[config.mk]
export PLATFORM = sky130hd
export DESIGN_NAME = fas_cordic
export DESIGN_NICKNAME = d
export VERILOG_FILES = /design/src/flocking_alignment_step_core_defines.svh /design/src/fas_pkg.sv /design/src/fas_cordic.sv
export SDC_FILE = /design/constraint.sdc
export NUM_CORES = 1
export LEC_CHECK = 0
export ABC_AREA = 1
export BUFFER_PORTS_ARGS = -buffer_cell sky130_fd_sc_hd__buf_2
export CAP_MARGIN = 20
export CORE_ASPECT_RATIO = 0.9
export CORE_MARGIN = 5
export CORE_UTILIZATION = 42
export DETAILED_ROUTE_END_ITERATION = 12
export HOLD_SLACK_MARGIN = 0.06
export PLACE_DENSITY_LB_ADDON = 0.05
export SLEW_MARGIN = 20
export SYNTH_ARGS = -nofsm -noshare
export SYNTH_HDL_FRONTEND = slang
export SYNTH_SLANG_ARGS = --single-unit
export TNS_END_PERCENT = 1
[constraint.sdc]
create_clock -name clk -period 3.5 [get_ports clk]
set_input_delay 0.525 -clock clk [delete_from_list [all_inputs] [get_ports clk]]
set_output_delay 0.525 -clock clk [all_outputs]
set_load 0.01 [all_outputs]
[src/flocking_alignment_step_core_defines.svh]
// Assertion macros for the flocking alignment step RTL.
`ifndef FLOCKING_ALIGNMENT_STEP_CORE_DEFINES_SVH
`define FLOCKING_ALIGNMENT_STEP_CORE_DEFINES_SVH
`ifndef NO_ASSERTIONS
// checked only out of reset
`define FAS_ASSERT(lbl, prop) \
  lbl: assert property (@(posedge clk) disable iff (!rst_n) prop) \
    else $error("fas assertion failed");
// checked at every edge, reset included
`define FAS_ASSERT_ALWAYS(lbl, prop) \
  lbl: assert property (@(posedge clk) prop) \
    else $error("fas assertion failed");
`else
`define FAS_ASSERT(lbl, prop)
`define FAS_ASSERT_ALWAYS(lbl, prop)
`endif
`endif

[src/fas_pkg.sv]
// Package: types, codes and constants of the flocking alignment step core.
`default_nettype none
package fas_pkg;

  // item functions
  typedef enum logic [1:0] {
    FN_LOAD  = 2'd0,
    FN_MOVE  = 2'd1,
    FN_ALIGN = 2'd2,
    FN_PEEK  = 2'd3
  } fas_func_t;

  // configuration register indexes
  localparam logic [2:0] CFG_BOX   = 3'd0;
  localparam logic [2:0] CFG_SPD_E = 3'd1;
  localparam logic [2:0] CFG_SPD_O = 3'd2;
  localparam logic [2:0] CFG_RAD   = 3'd3;
  localparam logic [2:0] CFG_GAIN  = 3'd4;

  localparam logic [15:0] BOX_RST   = 16'd20480;
  localparam logic [14:0] SPD_E_RST = 15'd410;
  localparam logic [14:0] SPD_O_RST = 15'd205;
  localparam logic [15:0] RAD_RST   = 16'd4096;
  localparam logic [15:0] GAIN_RST  = 16'd20861;

  // CORDIC gain compensation, 2^16 scale
  localparam logic [15:0] CORDIC_K = 16'd39797;
  localparam int          ZW       = 26;

  typedef enum logic [3:0] {
    S_IDLE, S_MV_RD, S_MV_INIT, S_MV_RUN, S_MV_RND, S_MV_SAT, S_MV_WB,
    S_AL_RD, S_AL_SELF, S_AL_WALK, S_AL_DRAIN, S_AL_VEC, S_AL_RUN, S_AL_FIN,
    S_RP_RD, S_RP_OUT
  } fas_state_t;

  // one particle record
  typedef struct packed {
    logic [15:0] px;
    logic [15:0] py;
    logic [15:0] hd;
    logic [15:0] vx;
    logic [15:0] vy;
  } fas_rec_t;

  // store write enables
  typedef struct packed {
    logic pos;
    logic hd;
    logic vel;
  } fas_wr_t;

  // CORDIC command
  typedef struct packed {
    logic start;
    logic vec;
  } fas_ccmd_t;

  // atan(2^-i) at 2^24 per turn
  function automatic logic [21:0] fas_atan(input logic [3:0] i);
    logic [21:0] a;
    case (i)
      4'd0:  a = 22'd2097152;
      4'd1:  a = 22'd1238021;
      4'd2:  a = 22'd654136;
      4'd3:  a = 22'd332050;
      4'd4:  a = 22'd166669;
      4'd5:  a = 22'd83416;
      4'd6:  a = 22'd41718;
      4'd7:  a = 22'd20860;
      4'd8:  a = 22'd10430;
      4'd9:  a = 22'd5215;
      4'd10: a = 22'd2608;
      4'd11: a = 22'd1304;
      4'd12: a = 22'd652;
      4'd13: a = 22'd326;
      4'd14: a = 22'd163;
      4'd15: a = 22'd81;
      default: a = 22'd0;
    endcase
    return a;
  endfunction

endpackage
`default_nettype wire

[src/fas_cordic.sv]
// Iterative CORDIC, rotation or vectoring, one micro-rotation per cycle.
`default_nettype none
module fas_cordic
  import fas_pkg::*;
#(
  parameter int W = 37
) (
  input  wire logic                clk,
  input  wire logic                rst_n,
  input  wire fas_ccmd_t           cmd,
  input  wire logic signed [W-1:0] x0,
  input  wire logic signed [W-1:0] y0,
  input  wire logic signed [ZW-1:0] z0,
  output logic                     done,
  output logic signed [W-1:0]      x,
  output logic signed [W-1:0]      y,
  output logic signed [ZW-1:0]     z
);

  logic signed [W-1:0]  x_r, y_r;
  logic signed [ZW-1:0] z_r;
  logic [3:0]           it_r;
  logic                 run_r, vec_r, done_r;
  logic                 dir_pos;
  logic signed [W-1:0]  xs, ys;
  logic signed [ZW-1:0] at;

  // direction and shifted terms of this step
  always_comb begin
    dir_pos = vec_r ? y_r[W-1] : !z_r[ZW-1];
    xs      = x_r >>> it_r;
    ys      = y_r >>> it_r;
    at      = ZW'(fas_atan(it_r));
  end

  // control
  always_ff @(posedge clk) begin
    if (!rst_n) begin
      run_r  <= 1'b0;
      done_r <= 1'b0;
      it_r   <= '0;
    end else begin
      done_r <= 1'b0;
      if (cmd.start) begin
        run_r <= 1'b1;
        it_r  <= '0;
      end else if (run_r) begin
        it_r <= it_r + 4'd1;
        if (it_r == 4'd15) begin
          run_r  <= 1'b0;
          done_r <= 1'b1;
        end
      end
    end
  end

  // datapath
  always_ff @(posedge clk) begin
    if (cmd.start) begin
      x_r   <= x0;
      y_r   <= y0;
      z_r   <= z0;
      vec_r <= cmd.vec;
    end else if (run_r) begin
      if (dir_pos) begin
        x_r <= x_r - ys;
        y_r <= y_r + xs;
        z_r <= z_r - at;
      end else begin
        x_r <= x_r + ys;
        y_r <= y_r - xs;
        z_r <= z_r + at;
      end
    end
  end

  assign done = done_r;
  assign x    = x_r;
  assign y    = y_r;
  assign z    = z_r;

endmodule
`default_nettype wire
==> results_dict.tcl, run 1 <==
set metrics [dict create \
    required_ns 3.71 \
    rsz0062_at_grt "true" \
    drtIter0Drc 1951 \
    max_cap_viol_count 0 \
    drv_slew 0 \
    vias_per_cell 5.40 \
    io_pins 205 \
    slowest_delay_ns 0.49 \
    numCtsBuffers 17 \
    die_w_um 224 \
    syn_inst 2808 \
    worstHoldStart "cmd[0]" \
    final.setup.worst_slack_ns -1.04 \
    fmax_mhz 220 \
    synth-seq-cells 129 \
    final_area_um2 26500 \
    total_leakage_power_nw 13.5 \
    hold_buffers 0 \
    drc 0 \
    ys_types 53 \
    path_clk_slew_ns 0.08 \
    ys_top_cells_by_area "nand2_1 19%, edfxtp_1 18%, nand3_1 12%" \
    ys_dominant_reg_cell "edfxtp_1" \
    yosysSeqAreaShare_pct 20.7 \
    finalSetupViolations 65 \
    place_hpwl_um 63500 \
    peakVddDrop_mv 0.882 \
    cp-startpoint "it_r[0]" \
    placed_cells 4202 \
    cts_tree "yes" \
    synth_top_area_share_pct 18.6 \
    nNetsFinal 3927 \
    num_rows 70 \
    grt_usage_pct 33.1 \
    grt_pass1_wl_um 120000 \
    total_power_w 0.0355 \
    fin_crit_ns 4.54 \
    worstPathMaxFanout 17 \
    antenna_cells 0 \
    cts.sink_count 129 \
    htree_num_levels 4 \
    worstPathArrival_ns 4.75 \
    grt_overflow_total 0 \
    instances_no_fill 4265 \
    initial_utilization_pct 42.5 \
    grt_start_max_net_pins 65 \
    drive_gt1_share_pct 38.4 \
    tightest_slew_ns 0.896 \
    end_kind "flop" \
    placement.cell_area_um2 24300 \
    fin_skew_ns 0.0140 \
    rr_startpoint "it_r[0]" \
    relSlewSlack_pct 39.8 \
    clockRootBuffer "clkbuf_16" \
    ys_warn_count 0 \
    yosysTopAreaCell "nand2_1" \
    area_growth_pct 53.2 \
    drt-wirelength-per-cell_um 18.6 \
    violations "setup timing" \
    hold_viol 0 \
    gp_congestion 0.987 \
    final_common_cell "nand2_1" \
    port-buffer-count 204 \
    die_y_um 203 \
    syn_avg_cell_area_um2 6.17 \
    grt_pass1_vias 22330 \
    critPathKind "reg2reg" \
    die-area_um2 45400 \
    layout_common_cells "803 x nand2_1, 753 x buf_4, 365 x nand3_1, 254 x inv_1, 203 x buf_2" \
    drt-pass1-iter-count 6 \
    antenna_left 0 \
    status "finished with violations" \
    cts_buffer_depth 2 \
    synthesis.nets 3023 \
    crit_top_cell "nand2_1" \
    min_path_type "in2reg" \
    num_vias 23029 \
    power_density_nw_per_um2 1340 \
    core_um2 40700 \
    clkLatencyLatePin_ns 0.48 \
    syn_area_um2 17300 \
    synth_edf_count 101 \
    wl_um 79200 \
    setup.worst_path.start_class "flop" \
    antenna_found_initial 1 \
    async_flop_share_pct 0 \
    critPathSlowestCell "dfxtp_4" \
    finalCritPeriodShare_pct 130 \
]
==> cells in the mapped netlist (all sizes together), types with 45 or more instances <==
master,instances
a21oi,140
nor2,230
buf,53
a31oi,45
o21ai,163
ha,108
clkbuf,45
inv,269
nand3,434
nand2,891
xor2,64
edfxtp,101
==> through the flow <==
stage	hold WS, ns	utilization [%]	worst slack (ns)	TNS, ns
after global placement	0.537	59.8	-1.63	-47.39
final	0.255	65.2	-1.04	-44.57
after detailed placement	0.540	59.8	-1.73	-52.86
after floorplan	0.455	-	-0.197	-18.79
after CTS	0.237	62.9	-0.891	-41.57
after global routing	0.246	65.2	-1.30	-62.48
==> worst max-delay path, delay by kind of cell (launching register included) <==
kind	cells	cell delay, ns
compound gates	2	0.16
simple gates	15	2.09
flops	1	0.49
xor+xnor	2	0.30
buf+inv	7	0.92
fa+ha+maj	1	0.31
==> logic make-up after synthesis <==
kind of cell | count (synthesis) | share of synthesized area (%)
and+or+nand+nor | 1685 | 43.0
adders and majority gates | 111 | 8.15
xor gates and xnor gates | 104 | 5.26
AOI/OAI and AO/OA | 409 | 13.4
DFF | 129 | 20.7
buffers and inverters | 370 | 9.46
==> path summary, 6_finish.rpt <==
kind	endpoint	slack [ns]	depth (start not counted)
worst min-delay path	vec_r	0.26	1
worst max register to register	y[33]	-1.04	27
worst min register to register	done	0.56	2
worst max-delay path	y[33]	-1.04	27
==> report_power, final <==
part	switching [W]	leakage (nW)	total, W	internal [W]
clock network	0.000936	0.294	0.00192	0.000987
logic	0.0159	11.9	0.0302	0.0143
registers	0.000869	1.26	0.00346	0.00259
==> registers in the layout, summed over array words and instances, names as in the netlist <==
| register | count |
|---|---|
| at | 22 |
| done | 1 |
| it_r | 4 |
| run_r | 1 |
| vec_r | 1 |
| x | 37 |
| y | 37 |
| z | 26 |
==> layout make-up <==
| cell class | count | area, um2 |
|---|---|---|
| clock inverter | 14 | 134 |
| fill | 3822 | 14200 |
| multi-input combinational | 2309 | 13500 |
| clock buffer | 18 | 450 |
| tap | 540 | 676 |
| inverter | 272 | 1040 |
| timing repair inverter | 1 | 8.76 |
| sequential | 129 | 3600 |
| timing repair buffer | 982 | 7150 |
==> per-layer routing <==
metal | vias up | wire [um] | part of all wire [%] | GRT usage [%]
met1 | 10751 | 34900 | 44 | 45.0
met2 | 876 | 36300 | 46 | 54.1
li1 | 11245 | - | - | -
met5 | - | 13 | 0.016 | 0
met4 | 2 | 2670 | 3.4 | 11.1
met3 | 155 | 5350 | 6.8 | 4.80
==> repair_timing <==
item,CTS,global route
setup endpoints to repair,81,84
buffers inserted,11,16
gates resized for setup,138,200
pin swaps,39,64
cloned,1,3
No activity file was read; power rests on OpenSTA's default activity.
==> inputs of run 2 (changes only) <==
--- a/config.mk
+++ b/config.mk
@@ -6,14 +6,16 @@
 export NUM_CORES = 1
 export LEC_CHECK = 0
 export ABC_AREA = 1
-export BUFFER_PORTS_ARGS = -buffer_cell sky130_fd_sc_hd__buf_2
+export BUFFER_PORTS_ARGS = -buffer_cell sky130_fd_sc_hd__buf_4
 export CAP_MARGIN = 20
 export CORE_ASPECT_RATIO = 0.9
 export CORE_MARGIN = 5
 export CORE_UTILIZATION = 42
 export DETAILED_ROUTE_END_ITERATION = 12
+export GPL_TIMING_DRIVEN = 0
 export HOLD_SLACK_MARGIN = 0.06
 export PLACE_DENSITY_LB_ADDON = 0.05
+export SETUP_SLACK_MARGIN = 0.5
 export SLEW_MARGIN = 20
 export SYNTH_ARGS = -nofsm -noshare
 export SYNTH_HDL_FRONTEND = slang
==> run 2 against run 1 <==
Effect of this change: the flow still finishes with violations (setup timing); clock-buffer cell count decreased by 1; register-to-register slack got worse by 0.07 ns; cell count decreased by 15%; critical path depth decreased by 1; clock skew increased by 0.0080 ns.
==> results_dict.tcl, run 2 (synthesis gave the netlist of run 1 again) <==
set metrics [dict create \
    die_w_um 224 \
    num_rows 70 \
    drt-pass1-iter-count 8 \
    tightest_slew_ns 1.24 \
    final.setup.worst_slack_ns -1.11 \
    end_kind "flop" \
    drt-wirelength-per-cell_um 25.0 \
    numCtsBuffers 17 \
    finalSetupViolations 69 \
    fin_crit_ns 4.61 \
    htree_num_levels 4 \
    grt_overflow_total 0 \
    drive_gt1_share_pct 25.8 \
    crit_top_cell "nand2_1" \
    port-buffer-count 204 \
    grt_pass1_wl_um 130000 \
    worstPathMaxFanout 10 \
    clkLatencyLatePin_ns 0.49 \
    grt_usage_pct 37.8 \
    antenna_found_initial 3 \
    worstPathArrival_ns 4.85 \
    drc 0 \
    drv_slew 0 \
    min_path_type "in2reg" \
    antenna_left 0 \
    path_clk_slew_ns 0.08 \
    clockRootBuffer "clkbuf_16" \
    die-area_um2 45400 \
    rsz0062_at_grt "true" \
    place_hpwl_um 70600 \
    path_buf_inv 6 \
    antenna_cells 0 \
    violations "setup timing" \
    setup.worst_path.start_class "flop" \
    required_ns 3.74 \
    tns_ns -48.55 \
    cts_buffer_depth 2 \
    final_common_cell "nand2_1" \
    num_vias 21907 \
    status "finished with violations" \
    slowest_delay_ns 0.31 \
    max_cap_viol_count 0 \
    fin_skew_ns 0.0220 \
    layout_common_cells "814 x nand2_1, 390 x nand3_1, 254 x buf_4, 247 x inv_1, 168 x nor2_1" \
    cts.sink_count 129 \
    area_growth_pct 30.4 \
    initial_utilization_pct 42.5 \
    grt_pass1_vias 20467 \
    hold_viol 0 \
    instances_no_fill 3626 \
    drtIter0Drc 2623 \
    placed_cells 3556 \
    relSlewSlack_pct 17.0 \
    nNetsFinal 3288 \
    grt_start_max_net_pins 53 \
    finalCritPeriodShare_pct 132 \
    fmax_mhz 217 \
    wl_um 90500 \
    io_pins 205 \
    critPathKind "reg2reg" \
    vias_per_cell 6.04 \
    gp_congestion 1.07 \
    cts_tree "yes" \
    path_delay_family "simple AND/OR/NAND/NOR gates" \
    critPathSlowestCell "dfxtp_1" \
    core_um2 40700 \
    die_y_um 203 \
]
## run 2: final cells by class
class | instances | area (um2)
plain buffers | 98 | 856
repair buffers | 246 | 1910
well taps | 540 | 676
flip-flops and latches | 129 | 3600
clock inverters | 15 | 135
clock buffers | 17 | 425
fillers | 3982 | 18100
multi-input cells | 2309 | 13900
inverters | 272 | 1040
## run 2: worst reg2reg max path, delay by kind of cell, from the launching register on
family                     cells  cell delay, ns
AOI/OAI and AO/OA              5            0.92
DFF                            1            0.31
adders and majority gates      1            0.31
buffers and inverters          6            1.02
and+or+nand+nor               14            1.81
## run 2: worst paths after layout
check          start     to  slack (ns)  depth (start not counted)
max          it_r[2]  x[30]       -1.11                         26
min           cmd[0]  vec_r        0.23                          1
max reg2reg  it_r[2]  x[30]       -1.11                         26
min reg2reg    run_r   done        0.55                          2
## run 2: layer usage
metal | vias up | GRT usage [%] | part of all wire (%)
met2 | 1364 | 56.1 | 42
met5 | - | 0 | 0
met1 | 10351 | 52.6 | 42
met3 | 228 | 9.17 | 11
met4 | 0 | 15.8 | 5.2
li1 | 9964 | - | -
## run 2: timing repair
action	4_1_cts	5_1_grt
pin swaps	37	65
resized for setup	277	220
endpoints found under the setup margin	97	93
gates cloned	0	0
setup buffers	17	21
hold buffers	0	0
## run 2: per-stage QoR
step,instance area (um2),hold slack [ns],setup slack (ns),util [%]
after floorplan,17400,0.455,-0.197,-
after global placement,19700,0.509,-2.91,48.3
after detailed placement,19700,0.540,-2.43,48.5
after CTS,21500,0.211,-1.04,52.7
after global routing,22600,0.210,-1.23,55.5
final,22600,0.228,-1.11,55.5
Power of run 2 is not shown: default switching activity piles up to over one toggle a cycle in this logic, so the estimate is an artifact.
==> inputs of run 3 (changes only) <==
--- a/config.mk
+++ b/config.mk
@@ -8,7 +8,7 @@
 export ABC_AREA = 1
 export BUFFER_PORTS_ARGS = -buffer_cell sky130_fd_sc_hd__buf_4
 export CAP_MARGIN = 20
-export CORE_ASPECT_RATIO = 0.9
+export CORE_ASPECT_RATIO = 1.4
 export CORE_MARGIN = 5
 export CORE_UTILIZATION = 42
 export DETAILED_ROUTE_END_ITERATION = 12
==> run 3 against run 2 <==
Effect of this change: the run still ends with setup timing left; worst setup slack better by 0.0065 ns; maximum frequency is 0.14% higher; global-route usage about the same; sequential share of layout area decreased by 0.39 points; routed wire length fell by 0.61%; non-clock buffer count rose by 17; clock skew down 0.0028 ns; first-iteration DRC count down 25%; flip-flop and latch count unchanged; critical endpoint is now y[35]; critical path type unchanged; register-to-register slack barely moved; die area grew 0.11%; utilization rose by 0.95 points.
==> results_dict.tcl, run 3 (synthesis gave the netlist of run 1 again) <==
set metrics [dict create \
    htree_num_levels 4 \
    cts.sink_count 129 \
    finalCritPeriodShare_pct 131 \
    fin_skew_ns 0.0192 \
    finalSetupViolations 71 \
    dp_slack_ns -2.42 \
    final.setup.worst_slack_ns -1.10 \
    numCtsBuffers 17 \
    core_um2 41100 \
    drt-wirelength-per-cell_um 24.7 \
    worstPathMaxFanout 10 \
    slowest_delay_ns 0.50 \
    drv_slew 0 \
    critPathKind "reg2reg" \
    grt_overflow_total 0 \
    gp_congestion 1.05 \
    rsz0062_at_grt "true" \
    nNetsFinal 3306 \
    final_common_cell "nand2_1" \
    cts_buffer_depth 2 \
    drtIter0Drc 1972 \
    cts_tree "yes" \
    io_pins 205 \
    placement.cell_area_um2 19700 \
    die_w_um 182 \
    path_clk_slew_ns 0.07 \
    setup.worst_path.start_class "flop" \
    hold_viol 0 \
    antenna_cells 0 \
    grt_usage_pct 37.8 \
    fin_crit_ns 4.60 \
    hold_buffers 0 \
    drt-pass1-iter-count 8 \
    tightest_slew_ns 1.15 \
    num_rows 88 \
    antenna_found_initial 1 \
    grt_pass1_wl_um 129000 \
    num_vias 21484 \
    layout_common_cells "811 x nand2_1, 383 x nand3_1, 265 x buf_4, 242 x inv_1, 166 x nor2_1" \
    grt_start_max_net_pins 52 \
    wl_um 90000 \
    drc 0 \
    max_cap_viol_count 0 \
    grt_pass1_vias 21463 \
    die_y_um 250 \
    fmax_mhz 217 \
    vias_per_cell 5.90 \
    initial_utilization_pct 42.2 \
    holdWs_ns 0.204 \
    violations "setup timing" \
    die-area_um2 45500 \
    antenna_left 0 \
    critPathSlowestCell "dfxtp_4" \
    port-buffer-count 204 \
    clkLatencyLatePin_ns 0.50 \
    relSlewSlack_pct 23.0 \
    path_delay_family "simple AND/OR/NAND/NOR gates" \
    final_area_um2 23200 \
    status "finished with violations" \
    drive_gt1_share_pct 27.5 \
    tns_ns -46.97 \
    min_path_type "in2reg" \
    area_growth_pct 33.7 \
    worstPathArrival_ns 4.85 \
    crit_top_cell "nand2_1" \
    end_kind "flop" \
    place_hpwl_um 69900 \
    path_buf_inv 5 \
    clockRootBuffer "clkbuf_16" \
    required_ns 3.75 \
]
run 3: worst reg2reg max path, stage by stage (launching register included):
cell,delay [ns]
dfxtp_4,0.50
buf_12,0.16
buf_16,0.12
buf_12,0.15
o211ai_1,0.11
nand3_1,0.10
nand2_2,0.08
nand2_1,0.07
o21ai_2,0.07
inv_2,0.07
ha_4,0.13
nand2_2,0.06
nor2_4,0.13
nand2_2,0.09
nor3_4,0.16
nand4_1,0.29
nand2_1,0.21
xor2_2,0.20
ha_4,0.24
a21oi_1,0.15
inv_2,0.08
a31oi_4,0.28
o21ai_4,0.12
a21oi_4,0.30
nand3_4,0.17
xor2_1,0.19
nand2_1,0.06
nand2_1,0.06
run 3: through the flow:
stage	util, %	instances
2_1_floorplan	-	2808
3_5_place_dp	48.0	3554
3_3_place_gp	47.9	3552
4_1_cts	54.6	3632
5_1_grt	56.4	3644
6_report	56.4	3644
run 3: cell type report:
type,instances,area [um2]
tap,540,676
clock buffer,17,425
buffer,98,946
timing repair inverter,1,6.26
clock inverter,15,135
timing repair buffer,263,2120
sequential,129,3600
inverter,272,1060
fill,4033,17900
multi-input combinational,2309,14200
run 3: path summary, 6_finish.rpt:
path	from	endpoint	slack, ns	cells past startpoint
worst max-delay path	it_r[0]	y[35]	-1.10	27
worst min-delay path	cmd[0]	vec_r	0.20	1
worst max register to register	it_r[0]	y[35]	-1.10	27
worst min register to register	run_r	done	0.50	2
run 3: what timing repair did:
item                       CTS  global route
cloned                       5             0
gates resized for setup    412           161
setup endpoints to repair   97            93
buffers inserted            41            12
pin swaps                   75            53
run 3: metal layers:
| metal | part of all wire [%] | vias to the layer above | global-route usage (%) |
|---|---|---|---|
| met5 | 0 | - | 0 |
| met4 | 8.4 | 0 | 26.4 |
| met3 | 7.2 | 323 | 6.57 |
| met2 | 48 | 1098 | 64.5 |
| met1 | 37 | 10064 | 42.4 |
| li1 | - | 9999 | - |
Power of run 3 is left out for the same reason.
